==> src/sv/ffsa_pkg.sv <==
// ----------------------------------------------------------------------------
// First-fit segment allocator package
// Shared constants, segment entry type, codes and inter-module structs.
// ----------------------------------------------------------------------------
package ffsa_pkg;

	localparam int MAX_SEGMENTS = 16;
	localparam int OFFSET_BITS  = 16;
	localparam int OWNER_BITS   = 8;
	localparam int IDX_W        = $clog2(MAX_SEGMENTS);
	localparam int CNT_W        = IDX_W + 1;
	localparam int K_W          = IDX_W + 2;

	localparam logic [OFFSET_BITS-1:0] HEAP_RESET = OFFSET_BITS'(4096);

	typedef struct packed {
		logic                   is_free;
		logic [OWNER_BITS-1:0]  owner;
		logic [OFFSET_BITS-1:0] start;
		logic [OFFSET_BITS-1:0] len;
	} seg_t;

	localparam int SEG_W = $bits(seg_t);

	typedef enum logic {
		OP_ALLOC = 1'b0,
		OP_FREE  = 1'b1
	} op_e;

	typedef enum logic [1:0] {
		STAT_OK        = 2'd0,
		STAT_NO_FIT    = 2'd1,
		STAT_NOT_FOUND = 2'd2,
		STAT_FULL      = 2'd3
	} status_e;

	typedef enum logic {
		UOP_ADD = 1'b0,
		UOP_SUB = 1'b1
	} uop_e;

	typedef enum logic [3:0] {
		ST_INIT,
		ST_IDLE,
		ST_READ,
		ST_CHECK,
		ST_SHIFT_RD,
		ST_SHIFT_WR,
		ST_SPLIT_A,
		ST_SPLIT_B,
		ST_NEXT_RD,
		ST_NEXT_CHK,
		ST_PREV_RD,
		ST_PREV_CHK,
		ST_MERGE,
		ST_PULL_RD,
		ST_PULL_WR
	} state_e;

	typedef struct packed {
		uop_e                   op;
		logic [OFFSET_BITS-1:0] a;
		logic [OFFSET_BITS-1:0] b;
	} unit_req_t;

	typedef struct packed {
		logic [OFFSET_BITS-1:0] res;
		logic                   ge;
		logic                   eq;
	} unit_rsp_t;

	typedef struct packed {
		logic             we;
		logic [IDX_W-1:0] waddr;
		seg_t             wdata;
		logic [IDX_W-1:0] raddr;
	} ram_req_t;

endpackage

==> src/sv/ffsa_ram.sv <==
// ----------------------------------------------------------------------------
// Generic single-write, single-read RAM
// One write port and one read port with registered read data.
// ----------------------------------------------------------------------------
module ffsa_ram #(
	parameter int WIDTH = 8,
	parameter int DEPTH = 16
) (
	input  logic                     clk,
	input  logic                     we,
	input  logic [$clog2(DEPTH)-1:0] waddr,
	input  logic [WIDTH-1:0]         wdata,
	input  logic [$clog2(DEPTH)-1:0] raddr,
	output logic [WIDTH-1:0]         rdata
);

	logic [WIDTH-1:0] mem [DEPTH];

	always_ff @(posedge clk) begin
		if (we) begin
			mem[waddr] <= wdata;
		end
		rdata <= mem[raddr];
	end

endmodule

==> src/sv/ffsa_unit.sv <==
// ----------------------------------------------------------------------------
// Shared add/compare unit
// One adder that either adds or subtracts, with magnitude and equality flags.
// ----------------------------------------------------------------------------
module ffsa_unit import ffsa_pkg::*; (
	input  unit_req_t req,
	output unit_rsp_t rsp
);

	logic [OFFSET_BITS:0]   sum;
	logic [OFFSET_BITS-1:0] b_op;

	always_comb begin
		b_op = (req.op == UOP_SUB) ? ~req.b : req.b;
		sum  = {1'b0, req.a} + {1'b0, b_op} + {{OFFSET_BITS{1'b0}}, (req.op == UOP_SUB)};
		rsp.res = sum[OFFSET_BITS-1:0];
		// On a subtract the carry out is set when a is not below b.
		rsp.ge  = sum[OFFSET_BITS];
		rsp.eq  = (sum[OFFSET_BITS-1:0] == '0);
	end

endmodule

==> src/sv/ffsa_seq.sv <==
// ----------------------------------------------------------------------------
// Allocator sequencer
// Walks the segment table in RAM, drives the shared unit, moves entries.
// ----------------------------------------------------------------------------
module ffsa_seq import ffsa_pkg::*; (
	input  logic                   clk,
	input  logic                   arst_n,
	input  logic                   start,
	output logic                   busy,
	input  logic                   operation,
	input  logic [OWNER_BITS-1:0]  owner,
	input  logic [OFFSET_BITS-1:0] length,
	input  logic [OFFSET_BITS-1:0] offset,
	output logic                   done,
	output logic [1:0]             status,
	output logic [OFFSET_BITS-1:0] start_res,
	input  logic                   cfg_we,
	input  logic [OFFSET_BITS-1:0] cfg_wdata,
	output ram_req_t               ram_req,
	input  logic [SEG_W-1:0]       ram_rdata,
	output unit_req_t              unit_req,
	input  unit_rsp_t              unit_rsp
);

	state_e                 state_q, state_d;
	logic [IDX_W-1:0]       idx_q, idx_d;
	logic [K_W-1:0]         k_q, k_d;
	logic [CNT_W-1:0]       count_q, count_d;
	logic [OFFSET_BITS-1:0] heap_q;
	logic                   done_q, done_d;
	logic                   nfree_q, nfree_d;
	logic                   pfree_q, pfree_d;

	logic                   op_q;
	logic [OWNER_BITS-1:0]  owner_q;
	logic [OFFSET_BITS-1:0] len_q, ofs_q;
	seg_t                   cur_q, cur_d;
	logic [OFFSET_BITS-1:0] acc_start_q, acc_start_d;
	logic [OFFSET_BITS-1:0] acc_len_q, acc_len_d;
	logic [1:0]             status_q, status_d;
	logic [OFFSET_BITS-1:0] start_res_q, start_res_d;

	seg_t             rd;
	logic             accept;
	logic [CNT_W-1:0] idx_next;
	logic [1:0]       merge_cnt;
	logic [IDX_W-1:0] merge_pos;
	logic [K_W-1:0]   pull_from;
	logic [K_W-1:0]   k_minus_r;
	logic [K_W-1:0]   k_plus_1;

	assign rd        = seg_t'(ram_rdata);
	assign accept    = start && (state_q == ST_IDLE);
	assign idx_next  = CNT_W'(idx_q) + CNT_W'(1);
	assign merge_cnt = {1'b0, nfree_q} + {1'b0, pfree_q};
	assign merge_pos = idx_q - IDX_W'(pfree_q);
	assign pull_from = K_W'(merge_pos) + K_W'(1) + K_W'(merge_cnt);
	assign k_minus_r = k_q - K_W'(merge_cnt);
	assign k_plus_1  = k_q + K_W'(1);

	always_comb begin
		state_d     = state_q;
		idx_d       = idx_q;
		k_d         = k_q;
		count_d     = count_q;
		done_d      = 1'b0;
		nfree_d     = nfree_q;
		pfree_d     = pfree_q;
		cur_d       = cur_q;
		acc_start_d = acc_start_q;
		acc_len_d   = acc_len_q;
		status_d    = status_q;
		start_res_d = start_res_q;

		ram_req       = '0;
		ram_req.raddr = idx_q;
		unit_req.op   = UOP_SUB;
		unit_req.a    = rd.len;
		unit_req.b    = len_q;

		unique case (state_q)
			ST_INIT: begin
				ram_req.we    = 1'b1;
				ram_req.waddr = '0;
				ram_req.wdata = '{is_free: 1'b1, owner: '0, start: '0, len: heap_q};
				count_d       = CNT_W'(1);
				state_d       = ST_IDLE;
			end
			ST_IDLE: begin
				if (start) begin
					idx_d = '0;
					if (operation == OP_ALLOC && length == '0) begin
						done_d      = 1'b1;
						status_d    = STAT_NO_FIT;
						start_res_d = '0;
					end else begin
						state_d = ST_READ;
					end
				end
			end
			ST_READ: begin
				state_d = ST_CHECK;
			end
			ST_CHECK: begin
				cur_d = rd;
				if (op_q == OP_ALLOC) begin
					if (rd.is_free && unit_rsp.ge && unit_rsp.eq) begin
						ram_req.we    = 1'b1;
						ram_req.waddr = idx_q;
						ram_req.wdata = '{is_free: 1'b0, owner: owner_q, start: rd.start,
							len: rd.len};
						done_d      = 1'b1;
						status_d    = STAT_OK;
						start_res_d = rd.start;
						state_d     = ST_IDLE;
					end else if (rd.is_free && unit_rsp.ge) begin
						// A split needs one more entry; the first fit decides.
						if (count_q == CNT_W'(MAX_SEGMENTS)) begin
							done_d      = 1'b1;
							status_d    = STAT_FULL;
							start_res_d = '0;
							state_d     = ST_IDLE;
						end else if (idx_next == count_q) begin
							state_d = ST_SPLIT_A;
						end else begin
							k_d     = K_W'(count_q) - K_W'(1);
							state_d = ST_SHIFT_RD;
						end
					end else if (idx_next == count_q) begin
						done_d      = 1'b1;
						status_d    = STAT_NO_FIT;
						start_res_d = '0;
						state_d     = ST_IDLE;
					end else begin
						idx_d   = idx_next[IDX_W-1:0];
						state_d = ST_READ;
					end
				end else begin
					if (!rd.is_free && rd.owner == owner_q && rd.start == ofs_q) begin
						acc_start_d = rd.start;
						acc_len_d   = rd.len;
						nfree_d     = 1'b0;
						pfree_d     = 1'b0;
						if (idx_next != count_q) begin
							state_d = ST_NEXT_RD;
						end else if (idx_q != '0) begin
							state_d = ST_PREV_RD;
						end else begin
							state_d = ST_MERGE;
						end
					end else if (idx_next == count_q) begin
						done_d      = 1'b1;
						status_d    = STAT_NOT_FOUND;
						start_res_d = '0;
						state_d     = ST_IDLE;
					end else begin
						idx_d   = idx_next[IDX_W-1:0];
						state_d = ST_READ;
					end
				end
			end
			ST_SHIFT_RD: begin
				ram_req.raddr = k_q[IDX_W-1:0];
				state_d       = ST_SHIFT_WR;
			end
			ST_SHIFT_WR: begin
				ram_req.we    = 1'b1;
				ram_req.waddr = k_plus_1[IDX_W-1:0];
				ram_req.wdata = rd;
				if (k_q == K_W'(idx_next)) begin
					state_d = ST_SPLIT_A;
				end else begin
					k_d     = k_q - K_W'(1);
					state_d = ST_SHIFT_RD;
				end
			end
			ST_SPLIT_A: begin
				unit_req.op   = UOP_ADD;
				unit_req.a    = cur_q.start;
				unit_req.b    = len_q;
				acc_start_d   = unit_rsp.res;
				ram_req.we    = 1'b1;
				ram_req.waddr = idx_q;
				ram_req.wdata = '{is_free: 1'b0, owner: owner_q, start: cur_q.start,
					len: len_q};
				state_d       = ST_SPLIT_B;
			end
			ST_SPLIT_B: begin
				unit_req.op   = UOP_SUB;
				unit_req.a    = cur_q.len;
				unit_req.b    = len_q;
				ram_req.we    = 1'b1;
				ram_req.waddr = idx_next[IDX_W-1:0];
				ram_req.wdata = '{is_free: 1'b1, owner: '0, start: acc_start_q,
					len: unit_rsp.res};
				count_d       = count_q + CNT_W'(1);
				done_d        = 1'b1;
				status_d      = STAT_OK;
				start_res_d   = cur_q.start;
				state_d       = ST_IDLE;
			end
			ST_NEXT_RD: begin
				ram_req.raddr = idx_next[IDX_W-1:0];
				state_d       = ST_NEXT_CHK;
			end
			ST_NEXT_CHK: begin
				unit_req.op = UOP_ADD;
				unit_req.a  = acc_len_q;
				unit_req.b  = rd.len;
				if (rd.is_free) begin
					nfree_d   = 1'b1;
					acc_len_d = unit_rsp.res;
				end
				state_d = (idx_q != '0) ? ST_PREV_RD : ST_MERGE;
			end
			ST_PREV_RD: begin
				ram_req.raddr = idx_q - IDX_W'(1);
				state_d       = ST_PREV_CHK;
			end
			ST_PREV_CHK: begin
				unit_req.op = UOP_ADD;
				unit_req.a  = acc_len_q;
				unit_req.b  = rd.len;
				if (rd.is_free) begin
					pfree_d     = 1'b1;
					acc_len_d   = unit_rsp.res;
					acc_start_d = rd.start;
				end
				state_d = ST_MERGE;
			end
			ST_MERGE: begin
				ram_req.we    = 1'b1;
				ram_req.waddr = merge_pos;
				ram_req.wdata = '{is_free: 1'b1, owner: '0, start: acc_start_q,
					len: acc_len_q};
				if (merge_cnt == 2'd0) begin
					done_d      = 1'b1;
					status_d    = STAT_OK;
					start_res_d = '0;
					state_d     = ST_IDLE;
				end else if (pull_from >= K_W'(count_q)) begin
					count_d     = count_q - CNT_W'(merge_cnt);
					done_d      = 1'b1;
					status_d    = STAT_OK;
					start_res_d = '0;
					state_d     = ST_IDLE;
				end else begin
					k_d     = pull_from;
					state_d = ST_PULL_RD;
				end
			end
			ST_PULL_RD: begin
				ram_req.raddr = k_q[IDX_W-1:0];
				state_d       = ST_PULL_WR;
			end
			ST_PULL_WR: begin
				ram_req.we    = 1'b1;
				ram_req.waddr = k_minus_r[IDX_W-1:0];
				ram_req.wdata = rd;
				if (k_plus_1 == K_W'(count_q)) begin
					count_d     = count_q - CNT_W'(merge_cnt);
					done_d      = 1'b1;
					status_d    = STAT_OK;
					start_res_d = '0;
					state_d     = ST_IDLE;
				end else begin
					k_d     = k_plus_1;
					state_d = ST_PULL_RD;
				end
			end
			default: begin
				state_d = ST_IDLE;
			end
		endcase

		// A heap length write rebuilds the table as one free segment.
		if (cfg_we) begin
			ram_req.we    = 1'b1;
			ram_req.waddr = '0;
			ram_req.wdata = '{is_free: 1'b1, owner: '0, start: '0, len: cfg_wdata};
			count_d       = CNT_W'(1);
		end
	end

	always_ff @(posedge clk or negedge arst_n) begin
		if (!arst_n) begin
			state_q <= ST_INIT;
			idx_q   <= '0;
			k_q     <= '0;
			count_q <= CNT_W'(1);
			heap_q  <= HEAP_RESET;
			done_q  <= 1'b0;
			nfree_q <= 1'b0;
			pfree_q <= 1'b0;
		end else begin
			state_q <= state_d;
			idx_q   <= idx_d;
			k_q     <= k_d;
			count_q <= count_d;
			done_q  <= done_d;
			nfree_q <= nfree_d;
			pfree_q <= pfree_d;
			if (cfg_we) begin
				heap_q <= cfg_wdata;
			end
		end
	end

	always_ff @(posedge clk) begin
		if (accept) begin
			op_q    <= operation;
			owner_q <= owner;
			len_q   <= length;
			ofs_q   <= offset;
		end
		cur_q       <= cur_d;
		acc_start_q <= acc_start_d;
		acc_len_q   <= acc_len_d;
		status_q    <= status_d;
		start_res_q <= start_res_d;
	end

	assign busy      = (state_q != ST_IDLE);
	assign done      = done_q;
	assign status    = status_q;
	assign start_res = start_res_q;

endmodule

==> src/sv/first_fit_segment_allocator_top.sv <==
// A zero-length allocate pulses done in the cycle after start; otherwise each table
// entry scanned is read and then checked, and each entry moved for a split or merge
// is read and then written. One request at a time: busy stays high until done is
// pulsed, except for a zero-length allocate, which never raises busy.
// After reset the block writes the initial free segment in its init state (busy).
// Results cannot be stalled: done marks a one-cycle transfer.
// ----------------------------------------------------------------------------
// First-fit segment allocator
// Ordered segment table in RAM, walked by a sequencer with one shared adder.
// ----------------------------------------------------------------------------
module first_fit_segment_allocator_top import ffsa_pkg::*; (
	input  logic                   clk,
	input  logic                   arst_n,
	input  logic                   start,
	output logic                   busy,
	input  logic                   operation,
	input  logic [OWNER_BITS-1:0]  owner,
	input  logic [OFFSET_BITS-1:0] length,
	input  logic [OFFSET_BITS-1:0] offset,
	output logic                   done,
	output logic [1:0]             status,
	output logic [OFFSET_BITS-1:0] start_res,
	input  logic                   cfg_we,
	input  logic [OFFSET_BITS-1:0] cfg_wdata
);

	ram_req_t         ram_req;
	logic [SEG_W-1:0] ram_rdata;
	unit_req_t        unit_req;
	unit_rsp_t        unit_rsp;

	ffsa_seq u_seq (
		.clk       (clk),
		.arst_n    (arst_n),
		.start     (start),
		.busy      (busy),
		.operation (operation),
		.owner     (owner),
		.length    (length),
		.offset    (offset),
		.done      (done),
		.status    (status),
		.start_res (start_res),
		.cfg_we    (cfg_we),
		.cfg_wdata (cfg_wdata),
		.ram_req   (ram_req),
		.ram_rdata (ram_rdata),
		.unit_req  (unit_req),
		.unit_rsp  (unit_rsp)
	);

	ffsa_ram #(
		.WIDTH (SEG_W),
		.DEPTH (MAX_SEGMENTS)
	) u_ram (
		.clk   (clk),
		.we    (ram_req.we),
		.waddr (ram_req.waddr),
		.wdata (ram_req.wdata),
		.raddr (ram_req.raddr),
		.rdata (ram_rdata)
	);

	ffsa_unit u_unit (
		.req (unit_req),
		.rsp (unit_rsp)
	);

endmodule

==> config.mk <==
export PLATFORM = sky130hd
export DESIGN_NAME = first_fit_segment_allocator_top
export DESIGN_NICKNAME = d
export VERILOG_FILES = /design/src/sv/ffsa_pkg.sv /design/src/sv/ffsa_ram.sv /design/src/sv/ffsa_unit.sv /design/src/sv/ffsa_seq.sv /design/src/sv/first_fit_segment_allocator_top.sv
export SDC_FILE = /design/constraint.sdc
export NUM_CORES = 1
export LEC_CHECK = 0
export ABC_AREA = 1
export BUFFER_PORTS_ARGS = -buffer_cell sky130_fd_sc_hd__buf_2
export CAP_MARGIN = 40
export CORE_MARGIN = 4
export CORE_UTILIZATION = 45
export CTS_CLUSTER_SIZE = 30
export DETAILED_ROUTE_END_ITERATION = 6
export PLACE_DENSITY = 0.56
export SETUP_SLACK_MARGIN = 0.4
export SKIP_CTS_REPAIR_TIMING = 1
export SYNTH_ARGS = -nofsm -noshare
export SYNTH_HDL_FRONTEND = slang
export SYNTH_SLANG_ARGS = --single-unit
==> constraint.sdc <==
create_clock -name clk -period 19 [get_ports clk]
set_clock_uncertainty 0.05 [all_clocks]
set_input_delay 0.95 -clock clk [delete_from_list [all_inputs] [get_ports clk]]
set_output_delay 0.95 -clock clk [all_outputs]
set_load 0.02 [all_outputs]
==> flow_summary.html, run 1 <==
<table>
<tr><th>Metric</th><th>Value</th></tr>
<tr><th colspan="2">Worst setup path</th></tr>
<tr><td>Top fanout value on the critical path</td><td>32</td></tr>
<tr><td>Arrival time at the worst endpoint</td><td>7.49 ns</td></tr>
<tr><td>Worst Setup Start Kind</td><td>register</td></tr>
<tr><td>Category of the most critical setup path</td><td>register to register</td></tr>
<tr><td>Critical path required time</td><td>19.23 ns</td></tr>
<tr><td>Kind of capture point of the worst setup path</td><td>register</td></tr>
<tr><td>Number of cells on the worst reg-to-reg path</td><td>23</td></tr>
<tr><th colspan="2">Final layout</th></tr>
<tr><td>Fraction of final layout cells with drive strength greater than 1</td><td>9.79%</td></tr>
<tr><td>Number of nets in the layout</td><td>3,691</td></tr>
<tr><td>Layout Area Growth over Synthesis</td><td>12.9%</td></tr>
<tr><td>N_diodes</td><td>0</td></tr>
<tr><th colspan="2">Floorplan</th></tr>
<tr><td>Floorplan row count</td><td>~110</td></tr>
<tr><td>Total I/O pin count</td><td>81</td></tr>
<tr><td>Overall die width</td><td>around 300 um</td></tr>
<tr><td>Die Y-Extent</td><td>roughly 300 um</td></tr>
<tr><td>Starting utilization of the core area</td><td>between 40% and 50%</td></tr>
<tr><td>Full die area</td><td>0.0898 mm2</td></tr>
<tr><td>Floorplan core area</td><td>0.0840 mm2</td></tr>
<tr><th colspan="2">Outcome</th></tr>
<tr><td>Status</td><td>finished, final reports clean</td></tr>
<tr><th colspan="2">Synthesis</th></tr>
<tr><td>Post-synth design cell area</td><td>0.0383 mm2</td></tr>
<tr><td>Number of nets produced by synthesis</td><td>3,624</td></tr>
<tr><td>Seq/Total Area, Yosys</td><td>65.7%</td></tr>
<tr><td>Cell with the most instances after synthesis</td><td>sky130_fd_sc_hd__edfxtp_1</td></tr>
<tr><td>Library cell occupying the most area in the post-synthesis netlist</td><td>sky130_fd_sc_hd__edfxtp_1</td></tr>
<tr><td>Post-synthesis compound-gate area fraction</td><td>13.7%</td></tr>
<tr><td>Yosys warning total</td><td>0</td></tr>
<tr><td>Cell types occupying the most area after synthesis</td><td>sky130_fd_sc_hd__edfxtp_1 (61%), sky130_fd_sc_hd__nand2_1 (5.6%), sky130_fd_sc_hd__inv_1 (4.8%), sky130_fd_sc_hd__o21ai_0 (4.7%), sky130_fd_sc_hd__a21oi_1 (4.0%)</td></tr>
<tr><td>Post-synthesis average cell area</td><td>10.9 um2</td></tr>
<tr><td>Share of async-settable or async-resettable flops after synthesis</td><td>roughly 4.4%</td></tr>
<tr><td>Largest family of logic cells by synthesized area</td><td>compound AO/OA/AOI/OAI gates</td></tr>
<tr><td>Mux share of post-synthesis cell area</td><td>0.0294%</td></tr>
<tr><td>Yosys top cell area share</td><td>61.1%</td></tr>
<tr><td>Area share of fa/ha/maj cells after synthesis</td><td>1.42%</td></tr>
<tr><td>Simple-gate share of the synthesized area</td><td>11.0%</td></tr>
<tr><td>Post-synthesis cell count</td><td>~3,500</td></tr>
<tr><td>Leading post-synthesis cells by instance count</td><td>sky130_fd_sc_hd__edfxtp_1 (779), sky130_fd_sc_hd__nand2_1 (576), sky130_fd_sc_hd__inv_1 (486), sky130_fd_sc_hd__o21ai_0 (363), sky130_fd_sc_hd__a21oi_1 (306)</td></tr>
<tr><td>Post-Synth XOR/XNOR Area</td><td>1.23%</td></tr>
<tr><td>Number of flops mapped to enable cells by yosys</td><td>779</td></tr>
<tr><td>Library cells used by synthesis</td><td>65</td></tr>
<tr><td>Post-synthesis sequential element count</td><td>858</td></tr>
<tr><td>Most used flip-flop cell after synthesis</td><td>sky130_fd_sc_hd__edfxtp_1</td></tr>
<tr><th colspan="2">Clock tree</th></tr>
<tr><td>Insertion delay to the later sink of the worst-skew pair</td><td>0.66 ns</td></tr>
<tr><td>Clock tree from TritonCTS</td><td>built</td></tr>
<tr><td>Number of buffers created by CTS</td><td>93</td></tr>
<tr><td>Buffers from clock root to sink, at most</td><td>3</td></tr>
<tr><td>Clock Sinks</td><td>858</td></tr>
<tr><td>Max H-tree Level</td><td>3</td></tr>
<tr><td>Clock Root Buffer</td><td>sky130_fd_sc_hd__clkbuf_16</td></tr>
<tr><td>Clock transition at the registers of the reported paths</td><td>0.06 ns</td></tr>
<tr><th colspan="2">Global route</th></tr>
<tr><td>First-pass GRT wire length</td><td>166 mm</td></tr>
<tr><td>Initial antenna violation count</td><td>1</td></tr>
<tr><td>Global router's overall resource usage</td><td>24.9%</td></tr>
<tr><td>Vias in the first global route</td><td>25,800</td></tr>
<tr><td>Maximum number of pins on one net before global-route repair</td><td>188</td></tr>
<tr><td>Overflow left after global routing</td><td>0</td></tr>
<tr><th colspan="2">Route</th></tr>
<tr><td>Violation count after the first detailed-routing iteration</td><td>2,621</td></tr>
<tr><td>Routed WL per cell</td><td>23.7 um</td></tr>
<tr><td>Number of design rule violations left after detail routing</td><td>0</td></tr>
<tr><td>Total vias in the final route</td><td>26,800</td></tr>
<tr><td>Vias per std cell</td><td>roughly 5.6</td></tr>
<tr><td>Final wirelength</td><td>~110 mm</td></tr>
<tr><td>Post-DRT Antenna Nets</td><td>0</td></tr>
<tr><td>Count of TritonRoute iterations in the first routing pass</td><td>6</td></tr>
<tr><th colspan="2">STA</th></tr>
<tr><td>Final Hold Viols</td><td>0</td></tr>
<tr><td>Slew at the pin closest to its max-slew limit</td><td>0.989 ns</td></tr>
<tr><td>Count of endpoints failing setup in the final report</td><td>0</td></tr>
<tr><td>Total negative slack for setup checks</td><td>0 ns</td></tr>
<tr><td>Worst setup slack after layout</td><td>roughly 12 ns</td></tr>
<tr><td>Unrepaired setup endpoints after global routing</td><td>false</td></tr>
<tr><td>Final critical path time including I/O delays and setup</td><td>7.26 ns</td></tr>
<tr><td>Maximum clock frequency</td><td>138 MHz</td></tr>
<tr><td>Headroom to the max-slew limit</td><td>between 30% and 40%</td></tr>
<tr><td>Pins Over Slew Limit</td><td>0</td></tr>
<tr><td>Post-route fraction of the period consumed by the critical path</td><td>about two fifths</td></tr>
<tr><th colspan="2">Power</th></tr>
<tr><td>Max rail drop VDD</td><td>0.0907 mV</td></tr>
<tr><td>Leakage power total</td><td>roughly 17 nW</td></tr>
<tr><td>Comb pwr share</td><td>30.6%</td></tr>
<tr><td>Power Dens Cells</td><td>143 mW/mm2</td></tr>
<tr><td>Sw Ratio</td><td>36.6%</td></tr>
<tr><td>Clk network pwr share</td><td>27.8%</td></tr>
<tr><td>Internal power contribution</td><td>between 3 and 4 mW</td></tr>
<tr><td>Net switching component of the power</td><td>2.26 mW</td></tr>
<tr><td>Part of the power in registers</td><td>41.6%</td></tr>
<tr><th colspan="2">Job</th></tr>
<tr><td>Count of maximum capacitance violations</td><td>0</td></tr>
<tr><th colspan="2">Place</th></tr>
<tr><td>Placer's final routability congestion estimate</td><td>0.934</td></tr>
<tr><td>HPWL after DPL</td><td>70.7 mm</td></tr>
<tr><td>Post-Place Worst Slack</td><td>11.90 ns</td></tr>
<tr><td>PortBufs</td><td>80</td></tr>
<tr><th colspan="2">Min path</th></tr>
<tr><td>Worst hold path type</td><td>input port to async pin</td></tr>
</table>
cells in the final DEF, fill, tap and decap left out, types with 41 or more instances in the layout:
cell                          n
sky130_fd_sc_hd__xor2_1      42
sky130_fd_sc_hd__inv_1      484
sky130_fd_sc_hd__nor2_1     102
sky130_fd_sc_hd__buf_4       62
sky130_fd_sc_hd__a21oi_1    306
sky130_fd_sc_hd__dfxtp_1     41
sky130_fd_sc_hd__o211ai_1    82
sky130_fd_sc_hd__clkbuf_16   95
sky130_fd_sc_hd__o221ai_1    48
sky130_fd_sc_hd__nand3_1    184
sky130_fd_sc_hd__nand2_1    576
sky130_fd_sc_hd__edfxtp_1   779
sky130_fd_sc_hd__buf_2       82
sky130_fd_sc_hd__o21ai_0    363
power groups by stage:
stage | clock, mW | combinational, mW | sequential [mW]
CTS | 1.75 | 1.88 | 2.56
floorplan | 0 | 1.24 | 2.51
global placement | 0 | 1.81 | 2.60
finish | 1.72 | 1.89 | 2.57
global route | 1.84 | 2.08 | 2.58
detailed placement | 0 | 1.87 | 2.60
worst paths after layout:
kind,from,to,slack (ns)
hold reg to reg,u_seq.heap_q[6],u_seq.heap_q[6],0.42
hold / removal,arst_n,u_seq.state_q[3],0.36
max in group asynchronous,arst_n,u_seq.heap_q[0],18.09
setup / recovery,u_seq.state_q[0],u_ram.mem[2][4],11.74
min in group clk,owner[4],u_seq.owner_q[4],0.42
setup reg to reg,u_seq.state_q[0],u_ram.mem[2][4],11.74
metrics by stage:
step	hold slack [ns]	power (mW)	instances	instance area, um2	util, %
2_1_floorplan	0.380	3.74	3522	38300	-
3_3_place_gp	0.405	4.41	4598	39900	47.5
3_5_place_dp	0.409	4.47	4625	40300	48.0
4_1_cts	0.369	6.18	4798	43200	51.4
5_1_grt	0.388	6.49	4801	43200	51.5
6_report	0.357	6.17	4801	43200	51.5
layout make-up:
type	instances	area [um2]
timing repair buffer	157	1200
inverter	497	1870
sequential	858	25200
clock inverter	42	348
tap	1134	1420
multi-input combinational	1982	10700
clock buffer	131	2550
fill	7429	40700
kinds of logic after synthesis:
kind of cell	after synthesis
AO/OA/AOI/OAI	908
XOR/XNOR	53
adder cells (fa/ha/maj)	41
buffers and inverters	682
flip-flops	858
multiplexers	1
AND/OR/NAND/NOR	979
metal layers:
metal	vias to the layer above	global-route usage, %	wire [um]
met5	-	0	0
li1	12600	-	-
met4	0	8.68	4000
met3	215	3.80	7450
met1	13100	33.9	48600
met2	979	40.8	53700
worst max-delay path: stages (launching register included):
cell                       delay, ns
sky130_fd_sc_hd__dfrtp_1        0.48
sky130_fd_sc_hd__nand2_1        0.26
sky130_fd_sc_hd__inv_1          0.11
sky130_fd_sc_hd__nand2_2        0.53
sky130_fd_sc_hd__inv_1          0.15
sky130_fd_sc_hd__buf_4          0.31
sky130_fd_sc_hd__a221oi_1       0.31
sky130_fd_sc_hd__o21ai_0        0.18
sky130_fd_sc_hd__ha_1           0.40
sky130_fd_sc_hd__nand2_1        0.09
sky130_fd_sc_hd__o21ai_0        0.27
sky130_fd_sc_hd__nand2_1        0.09
sky130_fd_sc_hd__nand3_1        0.14
sky130_fd_sc_hd__nand2_1        0.07
sky130_fd_sc_hd__nand2_1        0.10
sky130_fd_sc_hd__a21oi_1        0.08
sky130_fd_sc_hd__o21bai_1       0.24
sky130_fd_sc_hd__nand2_1        0.47
sky130_fd_sc_hd__nor2_1         0.56
sky130_fd_sc_hd__nand4_1        0.15
sky130_fd_sc_hd__nand3_1        0.18
sky130_fd_sc_hd__nand3_1        0.36
sky130_fd_sc_hd__nor2_4         0.68
sky130_fd_sc_hd__buf_4          0.56
flip-flops by register name, indices dropped and copies added (netlist names), 16 cells and up:
signal / flops
u_seq.acc_len_q: 16
u_seq.heap_q: 16
u_seq.start_res: 16
u_ram.rdata: 41
u_seq.len_q: 16
u_seq.acc_start_q: 16
u_seq.cur_q: 32
u_ram.mem: 656
u_seq.ofs_q: 16
Note: power is estimated with default switching activity, not from simulation.
==> inputs of run 2 (changes only) <==
- PLACE_DENSITY: 0.56 -> 0.59
- clock period: 19 -> 6 ns (I/O delays scaled with it)
==> flow_summary.html, run 2 (synthesis results as in run 1) <==
<table>
<tr><th>Metric</th><th>Value</th></tr>
<tr><th colspan="2">Floorplan</th></tr>
<tr><td>Overall die width</td><td>300 um (unchanged)</td></tr>
<tr><td>Full die area</td><td>0.0898 mm2 (unchanged)</td></tr>
<tr><td>Floorplan row count</td><td>106 (unchanged)</td></tr>
<tr><td>Floorplan core area</td><td>0.0840 mm2 (unchanged)</td></tr>
<tr><td>Total I/O pin count</td><td>81 (unchanged)</td></tr>
<tr><td>Die Y-Extent</td><td>300 um (unchanged)</td></tr>
<tr><td>Starting utilization of the core area</td><td>45.6% (unchanged)</td></tr>
<tr><th colspan="2">Power</th></tr>
<tr><td>Power Dens Cells</td><td>452 mW/mm2 (+220%)</td></tr>
<tr><td>Leakage power total</td><td>17.4 nW (+2.9%)</td></tr>
<tr><td>Max rail drop VDD</td><td>0.268 mV (+200%)</td></tr>
<tr><th colspan="2">Final layout</th></tr>
<tr><td>Number of nets in the layout</td><td>3,789 (+2.7%)</td></tr>
<tr><td>Max FFs per register</td><td>656 (unchanged)</td></tr>
<tr><td>N_diodes</td><td>0 (unchanged)</td></tr>
<tr><td>Leading cell types in the layout, fill and taps excluded</td><td>sky130_fd_sc_hd__edfxtp_1 (779), sky130_fd_sc_hd__nand2_1 (575), sky130_fd_sc_hd__inv_1 (482)</td></tr>
<tr><td>Number of cells in the finished layout apart from fillers</td><td>4,900 (+2.1%)</td></tr>
<tr><td>Top register by number of flip-flops</td><td>u_ram.mem</td></tr>
<tr><td>Largest regs</td><td>u_ram.mem: 656 flops, u_ram.rdata: 41 flops, u_seq.cur_q: 32 flops</td></tr>
<tr><td>Layout Area Growth over Synthesis</td><td>15.6%</td></tr>
<tr><td>Most common cell after layout, fill and taps aside</td><td>sky130_fd_sc_hd__edfxtp_1</td></tr>
<tr><td>Fraction of final layout cells with drive strength greater than 1</td><td>11.0% (+1.2 points)</td></tr>
<tr><th colspan="2">Job</th></tr>
<tr><td>Count of maximum capacitance violations</td><td>0 (unchanged)</td></tr>
<tr><th colspan="2">STA</th></tr>
<tr><td>Minimum hold slack</td><td>-0.00996 ns (-0.367 ns)</td></tr>
<tr><td>Final critical path time including I/O delays and setup</td><td>5.30 ns (-1.96 ns)</td></tr>
<tr><td>Headroom to the max-slew limit</td><td>37.3% (+3.3 points)</td></tr>
<tr><td>Unrepaired setup endpoints after global routing</td><td>false</td></tr>
<tr><td>Pins Over Slew Limit</td><td>0 (unchanged)</td></tr>
<tr><td>Post-route fraction of the period consumed by the critical path</td><td>88.3% (+50 points)</td></tr>
<tr><td>Count of endpoints failing setup in the final report</td><td>0 (unchanged)</td></tr>
<tr><td>Final Hold Viols</td><td>1 (+1)</td></tr>
<tr><td>Slew at the pin closest to its max-slew limit</td><td>0.937 ns (-0.0523 ns)</td></tr>
<tr><td>Worst setup slack after layout</td><td>0.701 ns (-11.04 ns)</td></tr>
<tr><td>Total negative slack for setup checks</td><td>0 ns (unchanged)</td></tr>
<tr><td>Maximum clock frequency</td><td>189 MHz (+37%)</td></tr>
<tr><th colspan="2">Worst setup path</th></tr>
<tr><td>Slowest stage delay, CP</td><td>0.48 ns (-0.20 ns)</td></tr>
<tr><td>Cell family contributing the most delay on the critical path</td><td>simple AND/OR/NAND/NOR gates</td></tr>
<tr><td>Cell seen most often among critical-path stages</td><td>sky130_fd_sc_hd__nand2_1</td></tr>
<tr><td>Arrival time at the worst endpoint</td><td>5.56 ns (-1.93 ns)</td></tr>
<tr><td>Critical path required time</td><td>6.26 ns (-12.97 ns)</td></tr>
<tr><td>Master of the slowest instance on the critical path</td><td>sky130_fd_sc_hd__dfrtp_1</td></tr>
<tr><td>Worst Setup Start Kind</td><td>register</td></tr>
<tr><td>Worst Path Buf+Inv</td><td>5 (+1)</td></tr>
<tr><td>Kind of capture point of the worst setup path</td><td>register</td></tr>
<tr><td>Top fanout value on the critical path</td><td>41 (+28%)</td></tr>
<tr><td>Category of the most critical setup path</td><td>register to register</td></tr>
<tr><th colspan="2">Route</th></tr>
<tr><td>Violation count after the first detailed-routing iteration</td><td>2,779 (+6.0%)</td></tr>
<tr><td>Routed WL per cell</td><td>22.6 um (-4.5%)</td></tr>
<tr><td>Post-DRT Antenna Nets</td><td>0 (unchanged)</td></tr>
<tr><td>Final wirelength</td><td>111 mm (-2.6%)</td></tr>
<tr><td>Total vias in the final route</td><td>27,100 (+0.96%)</td></tr>
<tr><td>Vias per std cell</td><td>5.53 (-1.1%)</td></tr>
<tr><td>Number of design rule violations left after detail routing</td><td>0 (unchanged)</td></tr>
<tr><td>Count of TritonRoute iterations in the first routing pass</td><td>5 (-1)</td></tr>
<tr><th colspan="2">Global route</th></tr>
<tr><td>Initial antenna violation count</td><td>1 (unchanged)</td></tr>
<tr><td>Maximum number of pins on one net before global-route repair</td><td>131 (-30%)</td></tr>
<tr><td>Overflow left after global routing</td><td>0 (unchanged)</td></tr>
<tr><td>Global router's overall resource usage</td><td>24.3% (-0.58 points)</td></tr>
<tr><td>First-pass GRT wire length</td><td>165 mm (-0.71%)</td></tr>
<tr><td>Vias in the first global route</td><td>25,100 (-2.7%)</td></tr>
<tr><th colspan="2">Clock tree</th></tr>
<tr><td>Clock Sinks</td><td>858 (unchanged)</td></tr>
<tr><td>Number of buffers created by CTS</td><td>92 (-1.1%)</td></tr>
<tr><td>Max H-tree Level</td><td>3 (unchanged)</td></tr>
<tr><td>Insertion delay to the later sink of the worst-skew pair</td><td>0.67 ns (about the same)</td></tr>
<tr><td>Clock Root Buffer</td><td>sky130_fd_sc_hd__clkbuf_16</td></tr>
<tr><td>Clock tree from TritonCTS</td><td>built</td></tr>
<tr><td>Buffers from clock root to sink, at most</td><td>3 (unchanged)</td></tr>
<tr><td>Clock transition at the registers of the reported paths</td><td>0.06 ns (about the same)</td></tr>
<tr><th colspan="2">Place</th></tr>
<tr><td>PortBufs</td><td>80 (unchanged)</td></tr>
<tr><td>Number of placed instances with taps included</td><td>4,666 (+0.89%)</td></tr>
<tr><td>Post-Place Worst Slack</td><td>0.367 ns (-11.54 ns)</td></tr>
<tr><td>HPWL after DPL</td><td>73.8 mm (+4.3%)</td></tr>
<tr><td>Placer's final routability congestion estimate</td><td>0.973 (+4.1%)</td></tr>
<tr><th colspan="2">Outcome</th></tr>
<tr><td>Failing checks</td><td>negative hold slack</td></tr>
<tr><td>Status</td><td>finished, violations left</td></tr>
<tr><th colspan="2">Min path</th></tr>
<tr><td>Worst hold path type</td><td>input port to register</td></tr>
</table>
==> run 2: changes by cell type in the layout (fill, tap and decap cells not counted), sizes merged <==
cell         before  now
clkinv           34   45
buf             157  199
dlygate4sd3       0   57
clkbuf          131  118
bufinv            3    5
==> run 2: worst paths after layout <==
kind	depth (start not counted)	slack, ns	end	start
setup / recovery	25	0.70	u_ram.mem[12][15]	u_seq.state_q[0]
hold / removal	3	-0.01	u_seq.heap_q[11]	cfg_wdata[11]
setup reg to reg	25	0.70	u_ram.mem[12][15]	u_seq.state_q[0]
hold reg to reg	0	0.42	u_seq.cur_q[29]	u_ram.rdata[29]
max in group asynchronous	3	5.23	u_seq.count_q[0]	arst_n
min in group asynchronous	2	0.09	u_seq.heap_q[5]	arst_n
==> run 2: per-stage QoR <==
| stage | power, mW | area (um2) | utilization (%) | hold slack, ns |
|---|---|---|---|---|
| 2_1_floorplan | 11.9 | 38300 | - | -0.0456 |
| 3_3_place_gp | 14.4 | 40500 | 48.2 | 0.394 |
| 3_5_place_dp | 14.4 | 40600 | 48.4 | 0.233 |
| 4_1_cts | 20.0 | 43600 | 51.9 | -0.465 |
| 5_1_grt | 21.0 | 44200 | 52.7 | -0.00589 |
| 6_report | 20.0 | 44200 | 52.7 | -0.00996 |
==> run 2: per-layer routing <==
| metal | vias to the layer above | track usage, % | share of wire, % |
|---|---|---|---|
| met5 | - | 0 | 0 |
| met4 | 0 | 9.35 | 4.2 |
| met3 | 234 | 3.54 | 6.5 |
| met2 | 964 | 37.4 | 45 |
| met1 | 13200 | 35.1 | 44 |
| li1 | 12700 | - | - |
==> run 2: report_power, final <==
| group | internal (mW) | switching [mW] | total (mW) |
|---|---|---|---|
| clock network | 3.18 | 2.38 | 5.56 |
| registers | 7.51 | 0.529 | 8.04 |
| logic | 1.96 | 4.42 | 6.39 |
| total | 12.7 | 7.34 | 20.0 |
==> run 2: final cells by class <==
cell class                 instances  area (um2)
clock inverter                    55         470
fill                            7288       39700
tap                             1134        1420
timing repair buffer             256        2130
sequential                       858       25200
inverter                         497        1880
multi-input combinational       1982       10700
clock buffer                     118        2500
==> run 2: worst reg2reg max path, cell delays in order (launching register included) <==
cell and delay, ns:
sky130_fd_sc_hd__dfrtp_1 0.48, sky130_fd_sc_hd__nand2_2 0.20, sky130_fd_sc_hd__inv_1 0.09, sky130_fd_sc_hd__nand2_2 0.08
sky130_fd_sc_hd__inv_1 0.06, sky130_fd_sc_hd__buf_4 0.22, sky130_fd_sc_hd__a221oi_1 0.34, sky130_fd_sc_hd__o21ai_0 0.24
sky130_fd_sc_hd__ha_1 0.40, sky130_fd_sc_hd__a21oi_1 0.15, sky130_fd_sc_hd__nand2_1 0.13, sky130_fd_sc_hd__xor2_1 0.18
sky130_fd_sc_hd__nor3_1 0.18, sky130_fd_sc_hd__nand2_1 0.09, sky130_fd_sc_hd__nor2_1 0.11, sky130_fd_sc_hd__nand3_1 0.08
sky130_fd_sc_hd__nor2_1 0.20, sky130_fd_sc_hd__nand3_2 0.13, sky130_fd_sc_hd__nor2_4 0.23, sky130_fd_sc_hd__nand3_4 0.19
sky130_fd_sc_hd__nand2_4 0.25, sky130_fd_sc_hd__inv_2 0.10, sky130_fd_sc_hd__nand2_1 0.09, sky130_fd_sc_hd__nand3_1 0.20
sky130_fd_sc_hd__nor2_4 0.17, sky130_fd_sc_hd__buf_12 0.28
